[config.mk]
export PLATFORM = sky130hd
export DESIGN_NAME = bup_merge
export DESIGN_NICKNAME = d
export VERILOG_FILES = /design/src/rtl/bup_pkg.sv /design/src/rtl/bup_merge.sv
export SDC_FILE = /design/constraint.sdc
export NUM_CORES = 1
export LEC_CHECK = 0
export BUFFER_PORTS_ARGS = -buffer_cell sky130_fd_sc_hd__clkbuf_2
export CORE_ASPECT_RATIO = 0.8
export CORE_MARGIN = 8
export CORE_UTILIZATION = 43
export CTS_CLUSTER_DIAMETER = 40
export DETAILED_ROUTE_END_ITERATION = 12
export GPL_ROUTABILITY_DRIVEN = 0
export PLACE_DENSITY = 0.82
export SYNTH_ARGS = -nofsm -noshare
export SYNTH_HDL_FRONTEND = slang
export SYNTH_SLANG_ARGS = --single-unit
[constraint.sdc]
create_clock -name clk_i -period 0.8 [get_ports clk_i]
set_input_delay 0.24 -clock clk_i [delete_from_list [all_inputs] [get_ports clk_i]]
set_output_delay 0.24 -clock clk_i [all_outputs]
set_load 0.01 [all_outputs]
[src/rtl/bup_pkg.sv]
// shared types and constants of the bilinear rgb upscaler
package bup_pkg;

  localparam int CH_W       = 8;
  localparam int NUM_CH     = 3;
  localparam int PIX_W      = CH_W * NUM_CH;
  localparam int ACC_W      = 10;
  localparam int POS_W      = 10;
  localparam int CFG_W      = 8;
  localparam int CFG_IDX_W  = 1;
  localparam int IN_DATA_W  = 48;
  localparam int OUT_DATA_W = 24;

  localparam logic [CH_W-1:0]      CH_MAX    = 8'd255;
  localparam logic [CFG_W-1:0]     DIM_RESET = 8'd128;
  localparam logic                 ACT_STORE   = 1'b0;
  localparam logic                 ACT_REQUEST = 1'b1;
  localparam logic [CFG_IDX_W-1:0] REG_SRC_WIDTH  = 1'b0;
  localparam logic [CFG_IDX_W-1:0] REG_SRC_HEIGHT = 1'b1;

  typedef enum logic [2:0] {
    S_IDLE,
    S_CHECK,
    S_DIV,
    S_ADDR,
    S_READ,
    S_WAIT,
    S_EMIT
  } bup_state_e;

  typedef struct packed {
    logic valid;
    logic first;
    logic last;
  } lane_ctl_t;

endpackage

[src/rtl/bup_merge.sv]
// merges the channel lanes: clamp, pack and hold the result item for the receiver
module bup_merge import bup_pkg::*; (
  input  logic                              clk_i,
  input  logic                              rst_ni,
  input  logic                              load_i,
  input  logic                              oor_i,
  input  logic [NUM_CH-1:0][ACC_W-1:0]      sums_i,
  output logic                              free_o,
  output logic                              m_axis_tvalid,
  input  logic                              m_axis_tready,
  output logic [OUT_DATA_W-1:0]             m_axis_tdata,  // out_red, out_green, out_blue
  output logic                              m_axis_tuser   // out_of_range
);

  logic                         valid_q;
  logic [NUM_CH-1:0][CH_W-1:0]  chan;
  logic [NUM_CH-1:0][CH_W-1:0]  chan_q;
  logic                         oor_q;

  always_comb begin
    for (int c = 0; c < NUM_CH; c++) begin
      if (oor_i) begin
        chan[c] = '0;
      end else if (sums_i[c] > ACC_W'(CH_MAX)) begin
        chan[c] = CH_MAX;
      end else begin
        chan[c] = sums_i[c][CH_W-1:0];
      end
    end
  end

  assign free_o = !valid_q || m_axis_tready;

  always_ff @(posedge clk_i or negedge rst_ni) begin
    if (!rst_ni) begin
      valid_q <= 1'b0;
    end else if (load_i) begin
      valid_q <= 1'b1;
    end else if (m_axis_tready) begin
      valid_q <= 1'b0;
    end
  end

  always_ff @(posedge clk_i) begin
    if (load_i) begin
      chan_q <= chan;
      oor_q  <= oor_i;
    end
  end

  assign m_axis_tvalid = valid_q;
  assign m_axis_tdata  = chan_q;
  assign m_axis_tuser  = oor_q;

endmodule

* Yosys cells after proc, flatten, opt, wreduce, memory -nomap -nowiden
Cells that the tools add are included.
** Storage, ports and cells
- Flip-flop bits (word level) :: 26
- Latch bits :: 0
- Memory bits (writable) :: 0
- Bits in read-only memories :: 0
- Bits of input ports :: 35
- Output and inout port bits :: 27
- Memories :: 0
** Operators by class
- Add/sub/neg operators :: 0
- Multiply operators :: 0
- Div/mod/pow operators :: 0
- Magnitude comparators :: 3
- Eq/ne operators :: 0
- Shift operators :: 0
- Mux-type cells :: 5
- Bitwise logic cells :: 0
- Reductions and logical operators :: 3
** Operators with widths (number)
- $gt A10 B8 Y1 const B :: 3
- $mux W8 :: 3
- $mux W1 :: 2
- $reduce_bool A2 Y1 :: 1
- $logic_not A1 Y1 :: 1
- $logic_or A1 B1 Y1 :: 1

* Logic depth before layout (Yosys ltp)
- Depth in word-level cells :: 2
- Mapped depth :: 3
- Gate-level depth less buffers :: 2

* Worst setup path after synthesis
Ideal clock, no wire load.
- Kind :: input port to flip-flop
- From :: in sums_i[8] (netlist name)
- To :: reg chan_q, in the netlist m_axis_tdata[0], data pin
- Arrival :: 0.578 ns
- Required time :: 0.544 ns
- Slack :: -0.034 ns
- Cell stages on the path :: 3
- Cells stage by stage :: buf_2 > nor3_1 > nor2_1
** On the way
- Cells in the longest elaborated chain, start to end :: 2
** Ends and longest elaborated chain
- start, declared :: RTL line bup_merge.sv:7 : input logic [NUM_CH-1:0][ACC_W-1:0] sums_i,
- $gt A10 B8 Y1 :: RTL line bup_merge.sv:24 : end else if (sums_i[c] > ACC_W'(CH_MAX)) begin
- $mux W8 :: RTL line bup_merge.sv:24
- end signal, assigned :: RTL line bup_merge.sv:46 : chan_q <= chan;
- end, declared :: RTL line bup_merge.sv:17 : logic [NUM_CH-1:0][CH_W-1:0] chan_q;
No other way between the ends.
A chain may end at the register's enable or synchronous reset.

* Worst setup path after layout
- From :: reg valid_q, in the netlist m_axis_tvalid
- To :: out free_o
** On the way
- Cells in the longest elaborated chain, start to end :: 2
** Ends and longest elaborated chain
- start, declared :: RTL line bup_merge.sv:15 : logic valid_q;
- start signal, assigned :: RTL line bup_merge.sv:36 : valid_q <= 1'b0;
- start signal, assigned :: RTL line bup_merge.sv:38 : valid_q <= 1'b1;
- start signal, assigned :: RTL line bup_merge.sv:40 : valid_q <= 1'b0;
- $logic_not A1 Y1 :: RTL line bup_merge.sv:32 : assign free_o = !valid_q || m_axis_tready;
- $logic_or A1 B1 Y1 :: RTL line bup_merge.sv:32
- end, declared :: RTL line bup_merge.sv:8 : output logic free_o,
No other way between the ends.

==> metrics.csv <==
stage;metric;value;unit
worst_setup_path;crit_arrival;0.92;ns
sta;tightestPinTransition;0.261;ns
floorplan;die-area;0.00453;mm²
power_and_ir_drop;power_density;1700;mW/mm²
floorplan;fp-row-count;16;
clocking;cts_made_buffers;3;
floorplan;io_pins;62;
finish;drive_gt1_share;63.3;%
power_and_ir_drop;p_leak;0.657;nW
finish;fin_nets;183;
power_and_ir_drop;switching_power;648;µW
worst_setup_path;crit_fanout;2;
yosys;synth_top_area_cell;edfxtp_1;
power_and_ir_drop;p_clk_share;20.3;%
worst_setup_path;r2r_start;m_axis_tvalid;
worst_setup_path;crit_type;register to output port;
flow_run;cap_viol_max_count;0;
yosys;syn-instance-count;84;
grt;overflow;0;
detailed_routing;vias;840;
finish;fillers;219;
yosys;syn_area;0.00113;mm²
placement;placed_cell_area;0.00154;mm²
sta;fin_crit;1.16;ns
yosys;ys_async_sr_fraction;3.85;%
yosys;syn_area_per_cell;13.5;µm²
sta;setup_violations;27;
placement;dp_slack;-0.141;ns
worst_setup_path;r2r_setup_slack;0.06;ns
sta;fin_crit_sh;145;%
placement;dp.cells;178;
finish;fin_area;0.00158;mm²
sta;report.final.slew_viol_count;0;
detailed_routing;post_drt_via_cell_ratio;4.59;
power_and_ir_drop;p_int;2.03;mW
finish;fin_cells;183;
yosys;yosysMostFrequentCell;edfxtp_1;
power_and_ir_drop;comb_power_share;18.2;%
clocking;cts_root_buf;clkbuf_4;
yosys;synth_cell_types;9;
hold_path;min_from;sums_i[7];
worst_setup_path;worst_ep_required_time;0.56;ns
grt;grt_first_pass_wirelength;3900;µm
worst_setup_path;slowest_delay;0.40;ns
finish;area_growth;39.9;%
sta;fmax;860;MHz
sta;setup_slack;-0.363;ns
clocking;worstSkewPairLatency;0.30;ns
worst_setup_path;path_buf_inv;1;
grt;grt_max_degree;26;
yosys;ys_top_cells_by_area;edfxtp_1 66%, nor2_1 8.0%, nor3_1 7.1%;
worst_setup_path;crit_family;flip-flops;
power_and_ir_drop;vdd_ir_drop_max;0.951;mV
floorplan;die_w;73.3;µm
clocking;post_cts_buffers;0;
floorplan;initial_utilization;45.9;%
finish;fin_util;64.2;%
yosys;ys_ff_latch;26;
sta;hold_viol;0;
detailed_routing;drtIter0Drc;66;
detailed_routing;wire_per_inst;13.9;µm
worst_setup_path;crit_slowest_cell;dfrtp_1;
detailed_routing;drc;0;
grt;grtUsageTotal;11.2;%
finish;diodes;0;
power_and_ir_drop;seqPwrFrac;61.5;%
detailed_routing;first_pass_iters;4;
clocking;clk_pin_slew;0.13;ns
floorplan;core-area;0.00246;mm²
sta;setup_tns;-7.29;ns
worst_setup_path;start_kind;register;
sta;slew_headroom;82.6;%
status;outcome;finished with violations;
yosys;ys.flop_type;edfxtp_1;
sta;rsz0062_at_grt;true;
placement;io_buffers;61;
hold_path;holdPathEnd;m_axis_tdata[7];
clocking;cts.path.max_buffers;2;
clocking;htreeDepth;1;
worst_setup_path;r2r_end;m_axis_tvalid;
grt;antenna_found_initial;0;
worst_setup_path;worstPathCellList;nand2b_1, clkbuf_2;
yosys;synth_edf_count;25;
grt;grt_pass1_vias;880;
yosys;netlist_top_cells_count;25 x edfxtp_1, 24 x nor2_1, 16 x nor3_1, 8 x nor3_2, 5 x buf_6;
clocking;cts_tree;done;
placement;place_hpwl;2020;µm
floorplan;die_h;61.8;µm
yosys;syn-num-nets;119;
status;violations;negative setup slack;
yosys;yosysWarnings;0;
worst_setup_path;r2r_cells;3;
hold_path;holdPathStages;3;
detailed_routing;drt_wl_total;2540;µm
power_and_ir_drop;swShare;24.2;%
yosys;yosysTopAreaCellShare;66.4;%
hold_path;hold_path_class;input pin to register;
detailed_routing;final_antenna_net_count;0;
clocking;cts_sinks;26;
yosys;synth-seq-area-share;68.7;%
worst_setup_path;endpoint_kind;output port;
sta;clock_skew;0;ns
[what timing repair did]
action                                  CTS  global route
hold buffers                              1             0
resized for setup                         0             1
pin swaps                                 0             0
hold endpoints to repair                  1             0
endpoints found under the setup margin   27            27
[per-layer routing]
metal / vias up / share of wire (%) / GRT usage [%]
met1: 383 / 37 / 11.8
met5: - / 0 / 0
met2: 33 / 54 / 20.5
li1: 420 / - / -
met3: 4 / 8.0 / 2.72
met4: 0 / 1.5 / 5.95
[layout by cell type (no fill, tap or decap)]
master / Yosys / layout
clkbuf_2: 0 / 60
buf_2: 1 / 1
nor2_1: 24 / 24
buf_12: 0 / 3
clkbuf_1: 0 / 1
nor3_2: 8 / 24
dlygate4sd3_1: 0 / 1
nand2b_1: 2 / 2
clkbuf_4: 0 / 3
edfxtp_1: 25 / 25
dfrtp_1: 1 / 1
buf_4: 0 / 2
[per-stage QoR]
step	hold slack (ns)	power [mW]
detailed placement	0.0192	2.18
CTS	0.215	2.71
finish	0.218	2.68
global placement	0.0148	2.16
global route	0.216	2.82
floorplan	-0.0556	1.92
[sequential cells by signal, indices dropped and copies added (netlist names)]
name and flops:
m_axis_tuser 1, m_axis_tvalid 1, m_axis_tdata 24
[cell families (layout without fill, tap and decap cells)]
group	count (synthesis)	in the layout	synth area share [%]
buffers and inverters	8	71	8.08
DFF	26	26	68.7
and+or+nand+nor	50	50	23.3
[area by class of cell]
type | count | area [µm²] | share of cell area, %
clock buffer | 4 | 26.3 | 1.66
multi-input combinational | 50 | 343 | 21.7
sequential | 26 | 776 | 49.1
tap | 36 | 45.0 | 2.85
timing repair buffer | 67 | 390 | 24.7
[tightest hold or removal path: cells and delay by family]
family	cells	cell delay (ns)
and+or+nand+nor	2	0.10
buffers and inverters	1	0.08
[worst max-delay path by stage]
stage | startpoint | to | slack [ns] | cells after the start
floorplan | sums_i[8] | m_axis_tdata[0] | 0.01 | 3
global placement | sums_i[28] | m_axis_tdata[23] | -0.11 | 3
detailed placement | sums_i[18] | m_axis_tdata[8] | -0.14 | 3
CTS | m_axis_tvalid | free_o | -0.38 | 2
global route | m_axis_tvalid | free_o | -0.43 | 2
finish | m_axis_tvalid | free_o | -0.36 | 2
[power by group through the flow]
stage	clock network (mW)	registers (mW)	logic, mW
after floorplan	0	1.75	0.175
after global placement	0	1.68	0.482
after detailed placement	0	1.68	0.494
after CTS	0.558	1.65	0.500
after global routing	0.619	1.66	0.535
final	0.544	1.65	0.488
Power figures use the tool's default switching activity.
