File: config.mk
export PLATFORM = sky130hd
export DESIGN_NAME = bup_lane
export DESIGN_NICKNAME = d
export VERILOG_FILES = /design/src/rtl/bup_pkg.sv /design/src/rtl/bup_lane.sv
export SDC_FILE = /design/constraint.sdc
export NUM_CORES = 1
export LEC_CHECK = 0
export BUFFER_PORTS_ARGS = -buffer_cell sky130_fd_sc_hd__buf_4
export CAP_MARGIN = 20
export CORE_MARGIN = 5
export CORE_UTILIZATION = 30
export DETAILED_ROUTE_END_ITERATION = 16
export PLACE_DENSITY = 0.52
export SETUP_SLACK_MARGIN = 0.4
export SYNTH_ARGS = -nofsm -noshare
export SYNTH_HDL_FRONTEND = slang
export SYNTH_SLANG_ARGS = --single-unit
export TNS_END_PERCENT = 5
File: constraint.sdc
create_clock -name clk_i -period 12.5 [get_ports clk_i]
set_input_delay 2.5 -clock clk_i [delete_from_list [all_inputs] [get_ports clk_i]]
set_output_delay 2.5 -clock clk_i [all_outputs]
set_load 0.01 [all_outputs]
File: src/rtl/bup_pkg.sv
// shared types and constants of the bilinear rgb upscaler
package bup_pkg;

  localparam int CH_W       = 8;
  localparam int NUM_CH     = 3;
  localparam int PIX_W      = CH_W * NUM_CH;
  localparam int ACC_W      = 10;
  localparam int POS_W      = 10;
  localparam int CFG_W      = 8;
  localparam int CFG_IDX_W  = 1;
  localparam int IN_DATA_W  = 48;
  localparam int OUT_DATA_W = 24;

  localparam logic [CH_W-1:0]      CH_MAX    = 8'd255;
  localparam logic [CFG_W-1:0]     DIM_RESET = 8'd128;
  localparam logic                 ACT_STORE   = 1'b0;
  localparam logic                 ACT_REQUEST = 1'b1;
  localparam logic [CFG_IDX_W-1:0] REG_SRC_WIDTH  = 1'b0;
  localparam logic [CFG_IDX_W-1:0] REG_SRC_HEIGHT = 1'b1;

  typedef enum logic [2:0] {
    S_IDLE,
    S_CHECK,
    S_DIV,
    S_ADDR,
    S_READ,
    S_WAIT,
    S_EMIT
  } bup_state_e;

  typedef struct packed {
    logic valid;
    logic first;
    logic last;
  } lane_ctl_t;

endpackage

File: src/rtl/bup_lane.sv
// one color channel lane: weighted term, division by ratio squared, accumulation
module bup_lane import bup_pkg::*; #(
  parameter int RATIO = 7
) (
  input  logic                                 clk_i,
  input  logic                                 rst_ni,
  input  lane_ctl_t                            ctl_i,
  input  logic [CH_W-1:0]                      pix_i,
  input  logic [$clog2(RATIO*RATIO+1)-1:0]     wt_i,
  output logic [ACC_W-1:0]                     sum_o,
  output logic                                 done_o
);

  localparam int DEN = RATIO * RATIO;
  localparam int WW  = $clog2(DEN + 1);
  localparam int PW  = CH_W + WW;
  localparam int DS  = 16;
  localparam int DM  = (1 << DS) / DEN;
  localparam int MW  = PW + DS;

  lane_ctl_t         ctl1_q, ctl2_q;
  logic              done_q;
  logic [PW-1:0]     prod_q, prod2_q, qe_q;
  logic [MW-1:0]     recip_mul;
  logic [PW-1:0]     rem;
  logic [PW-1:0]     term;
  logic [ACC_W-1:0]  acc_q;

  assign recip_mul = MW'(prod_q) * MW'(DM);
  assign rem       = prod2_q - qe_q * PW'(DEN);
  assign term      = (rem >= PW'(DEN)) ? qe_q + PW'(1) : qe_q;

  always_ff @(posedge clk_i or negedge rst_ni) begin
    if (!rst_ni) begin
      ctl1_q <= '0;
      ctl2_q <= '0;
      done_q <= 1'b0;
    end else begin
      ctl1_q <= ctl_i;
      ctl2_q <= ctl1_q;
      done_q <= ctl2_q.valid && ctl2_q.last;
    end
  end

  always_ff @(posedge clk_i) begin
    prod_q  <= PW'(pix_i) * PW'(wt_i);
    prod2_q <= prod_q;
    qe_q    <= recip_mul[MW-1:DS];
    if (ctl2_q.valid) begin
      if (ctl2_q.first) begin
        acc_q <= ACC_W'(term);
      end else begin
        acc_q <= acc_q + ACC_W'(term);
      end
    end
  end

  assign sum_o  = acc_q;
  assign done_o = done_q;

endmodule

# Word-level counts from Yosys, hierarchy flattened

Index checks and enable logic that the tools add are counted.

Flip-flop bits (word level): 54

Add/subtract/negate cells: 3
$mul: 3
Order comparisons: 1
Mux-type cells: 2
Reductions and logical operators: 1

Operators with widths:

| kind                                                 | number |
|---|---|
| multiplier 14 x 11 -> 25 bit, second input constant  | 1 |
| 2-to-1 mux 10 bit                                    | 2 |
| >= comparator 14 x 6 -> 1 bit, second input constant | 1 |
| multiplier 8 x 6 -> 14 bit                           | 1 |
| multiplier 9 x 6 -> 14 bit, second input constant    | 1 |
| subtractor 14 bit                                    | 1 |
| adder 10 bit                                         | 1 |
| adder 9 x 1 -> 10 bit, second input constant         | 1 |
| logical AND 1 bit                                    | 1 |

# Logic depth before layout (Yosys ltp)

Gate-level depths: netlist of the first run.

Depth after elaboration: 6
Gate-level depth with buffers: 28
Gate-level depth less buffers: 28

# Worst setup path after synthesis of the first run

No wires, ideal clock.

Kind: flip-flop to flip-flop
Start point: reg qe_q[4]
End point: reg acc_q[9] (netlist: sum_o[9]), data pin
Library setup time: 0.258 ns
Arrival time: 5.641 ns
Slack: 6.601 ns
Cell stages (with the launch flop): 28
Path buffers: 0
Clock period less this slack: 5.899 ns
Cell sequence: dfxtp_1 ha_1 inv_1 fa_1 inv_1 ha_1 fa_1 inv_1 ha_1 o21ai_0 a211oi_1 a21oi_2 xor2_1 o211ai_1 nor4_4 nand2_1 mux2i_1 inv_1 ha_1 a21o_1 a21oi_1 nor2b_1 o21a_1 o41ai_1 o21ai_0 xnor2_1 nor2_1 xnor2_1

Cells in the longest elaborated chain, start to end: 6

Ends and longest elaborated chain:

| what                          | line           | RTL |
|---|---|---|
| start, declared               | bup_lane.sv:23 | `logic [PW-1:0] prod_q, prod2_q, qe_q;` |
| start signal, assigned        | bup_lane.sv:48 | `qe_q <= recip_mul[MW-1:DS];` |
| multiplier 9 x 6 -> 14 bit    | bup_lane.sv:30 | `assign rem = prod2_q - qe_q * PW'(DEN);` |
| subtractor 14 bit             | bup_lane.sv:30 |  |
| >= comparator 14 x 6 -> 1 bit | bup_lane.sv:31 | `assign term = (rem >= PW'(DEN)) ? qe_q + PW'(1) : qe_q;` |
| 2-to-1 mux 10 bit (*)         | bup_lane.sv:31 |  |
| adder 10 bit                  | bup_lane.sv:53 | `acc_q <= acc_q + ACC_W'(term);` |
| 2-to-1 mux 10 bit (*)         | bup_lane.sv:50 | `if (ctl2_q.first) begin` |
| end signal, assigned          | bup_lane.sv:51 | `acc_q <= ACC_W'(term);` |
| end signal, assigned          | bup_lane.sv:53 |  |
| end, declared                 | bup_lane.sv:27 | `logic [ACC_W-1:0] acc_q;` |

Mark *: on every way between the ends. The rest lies on a longest branch, timed or not.
A chain may end at the register's enable or synchronous reset.

# Worst setup path after layout of the first run

Start point: reg qe_q[0]
End point: reg acc_q[9] (netlist: sum_o[9]), data pin

Same word-level chain as after synthesis.

==> impl_metrics.env, run 1 <==
export IMPL_numCtsBuffers=5
export IMPL_yosysSeqAreaShare_pct=16.7
export IMPL_antenna_found_initial=0
export IMPL_grt_overflow_total=0
export IMPL_die_h_um=166
export IMPL_grt_busiest_layer="met2"
export IMPL_clock_tree_buffer_depth=2
export IMPL_die_w_um=166
export IMPL_drt_iter0_drc=108
export IMPL_min_to="ctl2_q[2]"
export IMPL_final_nets=1038
export IMPL_gr_usage_met2_pct=18.4
export IMPL_start_util_pct=30.2
export IMPL_r2r_slack_ps=5960
export IMPL_path_class="flip-flop to flip-flop"
export IMPL_grt_pass1_vias=5154
export IMPL_use_met3_pct=1.62
export IMPL_fp_row_count=57
export IMPL_drv_cap=0
export IMPL_grt_pass1_wl_mm=23.5
export IMPL_core_area_um2=24100
export IMPL_globalplace_congestion=0.833
export IMPL_fmax_ghz=0.153
export IMPL_synth_edf_count=10
export IMPL_dieArea_um2=27500
export IMPL_slew_headroom_pct=62.7
export IMPL_postCtsSetupRepairBufs=0
export IMPL_hold_class="flip-flop to flip-flop"
export IMPL_postPlaceCellArea_um2=7900
export IMPL_clk_pin_slew_ps=70
export IMPL_status="finished clean"
export IMPL_layout_drive_gt1_share_pct=6.22
export IMPL_drt_wl_total_mm=13.4
export IMPL_startpoint_type="flip-flop"
export IMPL_vias_per_cell=4.43
export IMPL_grt_max_degree=17
export IMPL_slew_violations=0
export IMPL_syn_nets=1003
export IMPL_remaining_drc_errors=0
export IMPL_synth_avg_cell_area_um2=9.90
export IMPL_ys_async_sr_fraction_pct=13.0
export IMPL_tightest_slew_ps=553
export IMPL_vias=4856
export IMPL_groute_usage_overall_pct=10.2
export IMPL_rr_worst_depth=24
export IMPL_period_share_pct=52.3
export IMPL_ios=30
export IMPL_synth_area_um2=7280
export IMPL_finalSetupViolCount=0
export IMPL_cts_sinks=54
export IMPL_reg2reg_from="qe_q[0]"
export IMPL_cts_htree_levels=2
export IMPL_areaGrowthSynthToFinish_pct=10.9
export IMPL_clock_skew_ps=9.90
export IMPL_wl_per_cell_um=12.2
export IMPL_timing_rr_end="sum_o[9]"
export IMPL_diodes=0
export IMPL_synthCells=736
export IMPL_dp_hpwl_mm=11.7
export IMPL_ys_warn_count=0
export IMPL_final_cell_area_um2=8080
export IMPL_final_hold_viol_count=0
export IMPL_cts_resized=0
export IMPL_insertion_delay_ps=300
export IMPL_tns_ps=0
export IMPL_root_buffer="clkbuf_16"
export IMPL_synth_flop_cell="dfxtp_1"
export IMPL_drt_first_pass_iters=4
export IMPL_cp_data_required_time_ps=12560
export IMPL_yosysUniqueCellTypes=50
export IMPL_synth_seq_cells=54
export IMPL_rsz0062_at_grt="false"
export IMPL_antenna_left=0
export IMPL_worstHoldPathCells=0
export IMPL_arrival_ps=6600
export IMPL_critical_path_endpoint_type="flip-flop"
export IMPL_period_needed_ps=6540
export IMPL_place_port_buffers=29
export IMPL_worstHoldStart="ctl1_q[2]"
export IMPL_critPathMaxFanout=7
export IMPL_grt_util_met1_pct=12.6
export IMPL_cts_tree="done"
export IMPL_cts_hold_buf=0
## cell type report
class / instances / area, µm²
Clock buffer: 7 / 143
Clock inverter: 1 / 30.0
Fill cell: 2537 / 16000
Inverter: 156 / 586
Multi-Input combinational cell: 525 / 5480
Sequential cell: 54 / 1220
Tap cell: 324 / 405
Timing Repair Buffer: 29 / 218
## worst max-delay path: stages, from the launching register on
cell,delay [ps]
dfxtp_1,470
ha_1,280
fa_1,450
ha_1,330
fa_1,500
inv_1,40
ha_1,340
o21a_1,210
o22ai_1,270
mux2i_1,350
o31ai_4,130
nor4_4,300
nand2_1,210
mux2i_1,370
inv_1,90
ha_1,270
a21o_1,170
a21oi_1,220
nor2b_1,80
o21a_1,180
o41ai_1,470
o21ai_0,220
xnor2_1,160
nor2_1,60
xnor2_1,140
## synth_stat cells (all sizes together), types with 14 or more instances
library cell	n	area share [%]
nor2	19	0.98
nand2	46	2.4
xnor2	38	4.6
and2	25	2.1
o21ai	16	1.1
ha	172	30
fa	76	21
inv	156	8.0
dfxtp	37	10
a21o	14	1.4
a21oi	26	1.9
## kinds of logic after synthesis
family	after synthesis	share of synthesized area, %
buffers and inverters	157	8.09
adder cells (fa/ha/maj)	248	50.4
flip-flops	54	16.7
multiplexers	9	1.37
XOR/XNOR	48	5.77
AND/OR/NAND/NOR	124	8.64
AO/OA/AOI/OAI	96	8.99
## metal layers
layer	wire [µm]	up-vias
li1	-	2478
met1	6250	2295
met2	6550	63
met3	333	20
met4	240	0
met5	0	-
## registers in the layout (all words and copies together), names as in the netlist
register	flops
prod2_q	14
prod_q	14
sum_o	10
qe_q	9
ctl1_q	3
ctl2_q	3
done_o	1
## worst max path at each step
stage	start	endpoint	slack [ps]
after floorplan	qe_q[4]	sum_o[9]	6600
after global placement	qe_q[4]	sum_o[9]	6160
after detailed placement	qe_q[0]	sum_o[9]	5980
after CTS	qe_q[4]	sum_o[9]	5990
after global routing	qe_q[4]	sum_o[9]	5460
final	qe_q[0]	sum_o[9]	5960
## cells in the final DEF, fill, tap and decap left out, drive strengths merged, types with 8 or more instances in the layout
| master | Yosys | routed |
|---|---|---|
| and2 | 25 | 25 |
| fa | 76 | 76 |
| dfxtp | 37 | 37 |
| o21bai | 10 | 10 |
| o21ai | 16 | 16 |
| xnor2 | 38 | 38 |
| o21a | 8 | 8 |
| nor3 | 9 | 9 |
| xor2 | 10 | 10 |
| inv | 156 | 156 |
| a21oi | 26 | 26 |
| ha | 172 | 172 |
| nand2 | 46 | 46 |
| nor2 | 19 | 19 |
| buf | 0 | 29 |
| a21o | 14 | 14 |
| edfxtp | 10 | 10 |
## through the flow
step,worst slack (ps),hold slack [ps],std cells,utilization [%]
2_1_floorplan,6600,331,736,-
3_3_place_gp,6160,337,1088,32.8
3_5_place_dp,5980,346,1088,32.8
4_1_cts,5990,355,1096,33.5
5_1_grt,5460,356,1096,33.5
6_report,5960,350,1096,33.5
Power of run 1 is left out: the tool's default activity adds up to more than one toggle a clock period on the data nets, which glitch-free logic cannot reach.
==> run 2, diff against run 1 <==
- clock period: 12.5 -> 6.1 ns (I/O delays scaled with it)
==> run 2 against run 1 <==
  * Routed wire length is 2.8% higher
  * Critical path depth is 6 higher
  * Utilization rose by 1.6 points
  * Clock-buffer cell count unchanged
  * Clock skew fell by 4.2 ps
  * Sequential cell count did not move
  * Critical endpoint is now sum_o[8]
  * Highest routed layer unchanged
==> impl_metrics.env, run 2 (synthesis results as in run 1) <==
export IMPL_clock_tree_buffer_depth=2
export IMPL_root_buffer="clkbuf_16"
export IMPL_drv_cap=0
export IMPL_r2r_slack_ps=280
export IMPL_clock_skew_ps=5.71
export IMPL_slew_violations=0
export IMPL_critical_path_endpoint_type="flip-flop"
export IMPL_layout_cells_most_common_list="162 x ha_1, 152 x inv_1, 75 x fa_1"
export IMPL_final_common_cell="ha_1"
export IMPL_drt_first_pass_iters=4
export IMPL_tightest_slew_ps=535
export IMPL_fin_cells=1121
export IMPL_dp_hpwl_mm=11.8
export IMPL_fmax_ghz=0.172
export IMPL_globalplace_congestion=0.833
export IMPL_period_share_pct=95.4
export IMPL_cp_common_cell="inv_2"
export IMPL_die_h_um=166
export IMPL_critPathMaxFanout=5
export IMPL_reg2reg_from="qe_q[2]"
export IMPL_period_needed_ps=5820
export IMPL_startpoint_type="flip-flop"
export IMPL_wl_per_cell_um=12.3
export IMPL_cts_htree_levels=2
export IMPL_grt_pass1_vias=5033
export IMPL_remaining_drc_errors=0
export IMPL_min_to="ctl2_q[2]"
export IMPL_worstHoldStart="ctl1_q[2]"
export IMPL_timing_rr_end="sum_o[8]"
export IMPL_rr_worst_depth=30
export IMPL_antenna_found_initial=0
export IMPL_cts_tree="done"
export IMPL_cp_data_required_time_ps=6150
export IMPL_fp_row_count=57
export IMPL_cts_hold_buf=0
export IMPL_status="finished clean"
export IMPL_layout_drive_gt1_share_pct=13.3
export IMPL_core_area_um2=24100
export IMPL_ios=30
export IMPL_dp_cells=1095
export IMPL_worstHoldPathCells=0
export IMPL_areaGrowthSynthToFinish_pct=16.2
export IMPL_grt_overflow_total=0
export IMPL_critPathTopFamily="adder cells"
export IMPL_dieArea_um2=27500
export IMPL_grt_pass1_wl_mm=24.0
export IMPL_hold_class="flip-flop to flip-flop"
export IMPL_arrival_ps=5870
export IMPL_slowest_delay_ps=570
export IMPL_insertion_delay_ps=300
export IMPL_place_port_buffers=29
export IMPL_slew_headroom_pct=63.9
export IMPL_vias_per_cell=4.32
export IMPL_groute_usage_overall_pct=10.4
export IMPL_cts_sinks=54
export IMPL_path_buf_inv=6
export IMPL_numCtsBuffers=5
export IMPL_path_class="flip-flop to flip-flop"
export IMPL_die_w_um=166
export IMPL_final_nets=1063
export IMPL_antenna_left=0
export IMPL_diodes=0
export IMPL_rsz0062_at_grt="true"
export IMPL_start_util_pct=30.2
export IMPL_final_hold_viol_count=0
export IMPL_finalSetupViolCount=0
export IMPL_drt_wl_total_mm=13.7
export IMPL_drt_iter0_drc=151
export IMPL_crit_slowest_cell="fa_1"
export IMPL_grt_max_degree=16
export IMPL_vias=4841
export IMPL_clk_pin_slew_ps=70
==> run 2: cell types whose count changed in the layout (fill, tap and decap cells not counted), moves of 4 or more <==
cell | before | now
buf_4 | 29 | 54
ha_1 | 172 | 162
inv_2 | 0 | 4
o21ai_0 | 14 | 10
inv_1 | 156 | 152
ha_4 | 0 | 8
o21ai_1 | 2 | 6
==> run 2: layer usage <==
layer,GRT usage [%],vias to the layer above,wire [µm]
met5,0,-,0
met4,1.97,0,145
met3,1.62,9,305
met2,18.3,40,6820
met1,13.5,2262,6470
li1,-,2530,-
==> run 2: final cells by class <==
type / instances / area [µm²]
multi-input cells: 525 / 5680
fillers: 2506 / 15600
repair buffers: 54 / 405
clock inverters: 1 / 30.0
well taps: 324 / 405
flip-flops and latches: 54 / 1230
clock buffers: 7 / 133
inverters: 156 / 586
==> run 2: worst max path at each step <==
stage                 start  endpoint  slack, ps  cells after the start
floorplan           qe_q[1]  sum_o[9]        410                     24
global placement    qe_q[1]  sum_o[9]        100                     25
detailed placement  qe_q[1]  sum_o[8]        -50                     26
CTS                 qe_q[3]  sum_o[8]        320                     28
global route        qe_q[2]  sum_o[8]        -50                     29
finish              qe_q[2]  sum_o[8]        280                     30
==> run 2: worst reg2reg max path, delay by kind of cell, from the launching register on <==
family	cells	cell delay [ps]
xor+xnor	3	610
fa+ha+maj	7	2320
compound gates	11	1460
buf+inv	6	430
simple gates	3	360
flops	1	370
==> run 2: what timing repair did <==
action                     in CTS  in global routing
pin swaps                      25                 14
resized for setup              25                  7
setup buffers                  12                  6
setup endpoints to repair       5                  6
==> run 2: stage by stage <==
| stage | util, % | TNS, ps | setup slack (ps) | cell area, µm² | hold WS, ps |
|---|---|---|---|---|---|
| after global placement | 33.3 | 0 | 101 | 8020 | 335 |
| after detailed placement | 33.3 | -107 | -53.5 | 8020 | 337 |
| final | 35.1 | 0 | 282 | 8460 | 362 |
| after floorplan | - | 0 | 412 | 7340 | 331 |
| after global routing | 35.1 | -47.1 | -47.1 | 8460 | 372 |
| after CTS | 34.8 | 0 | 316 | 8390 | 363 |
Power of run 2 is left out for the same reason.
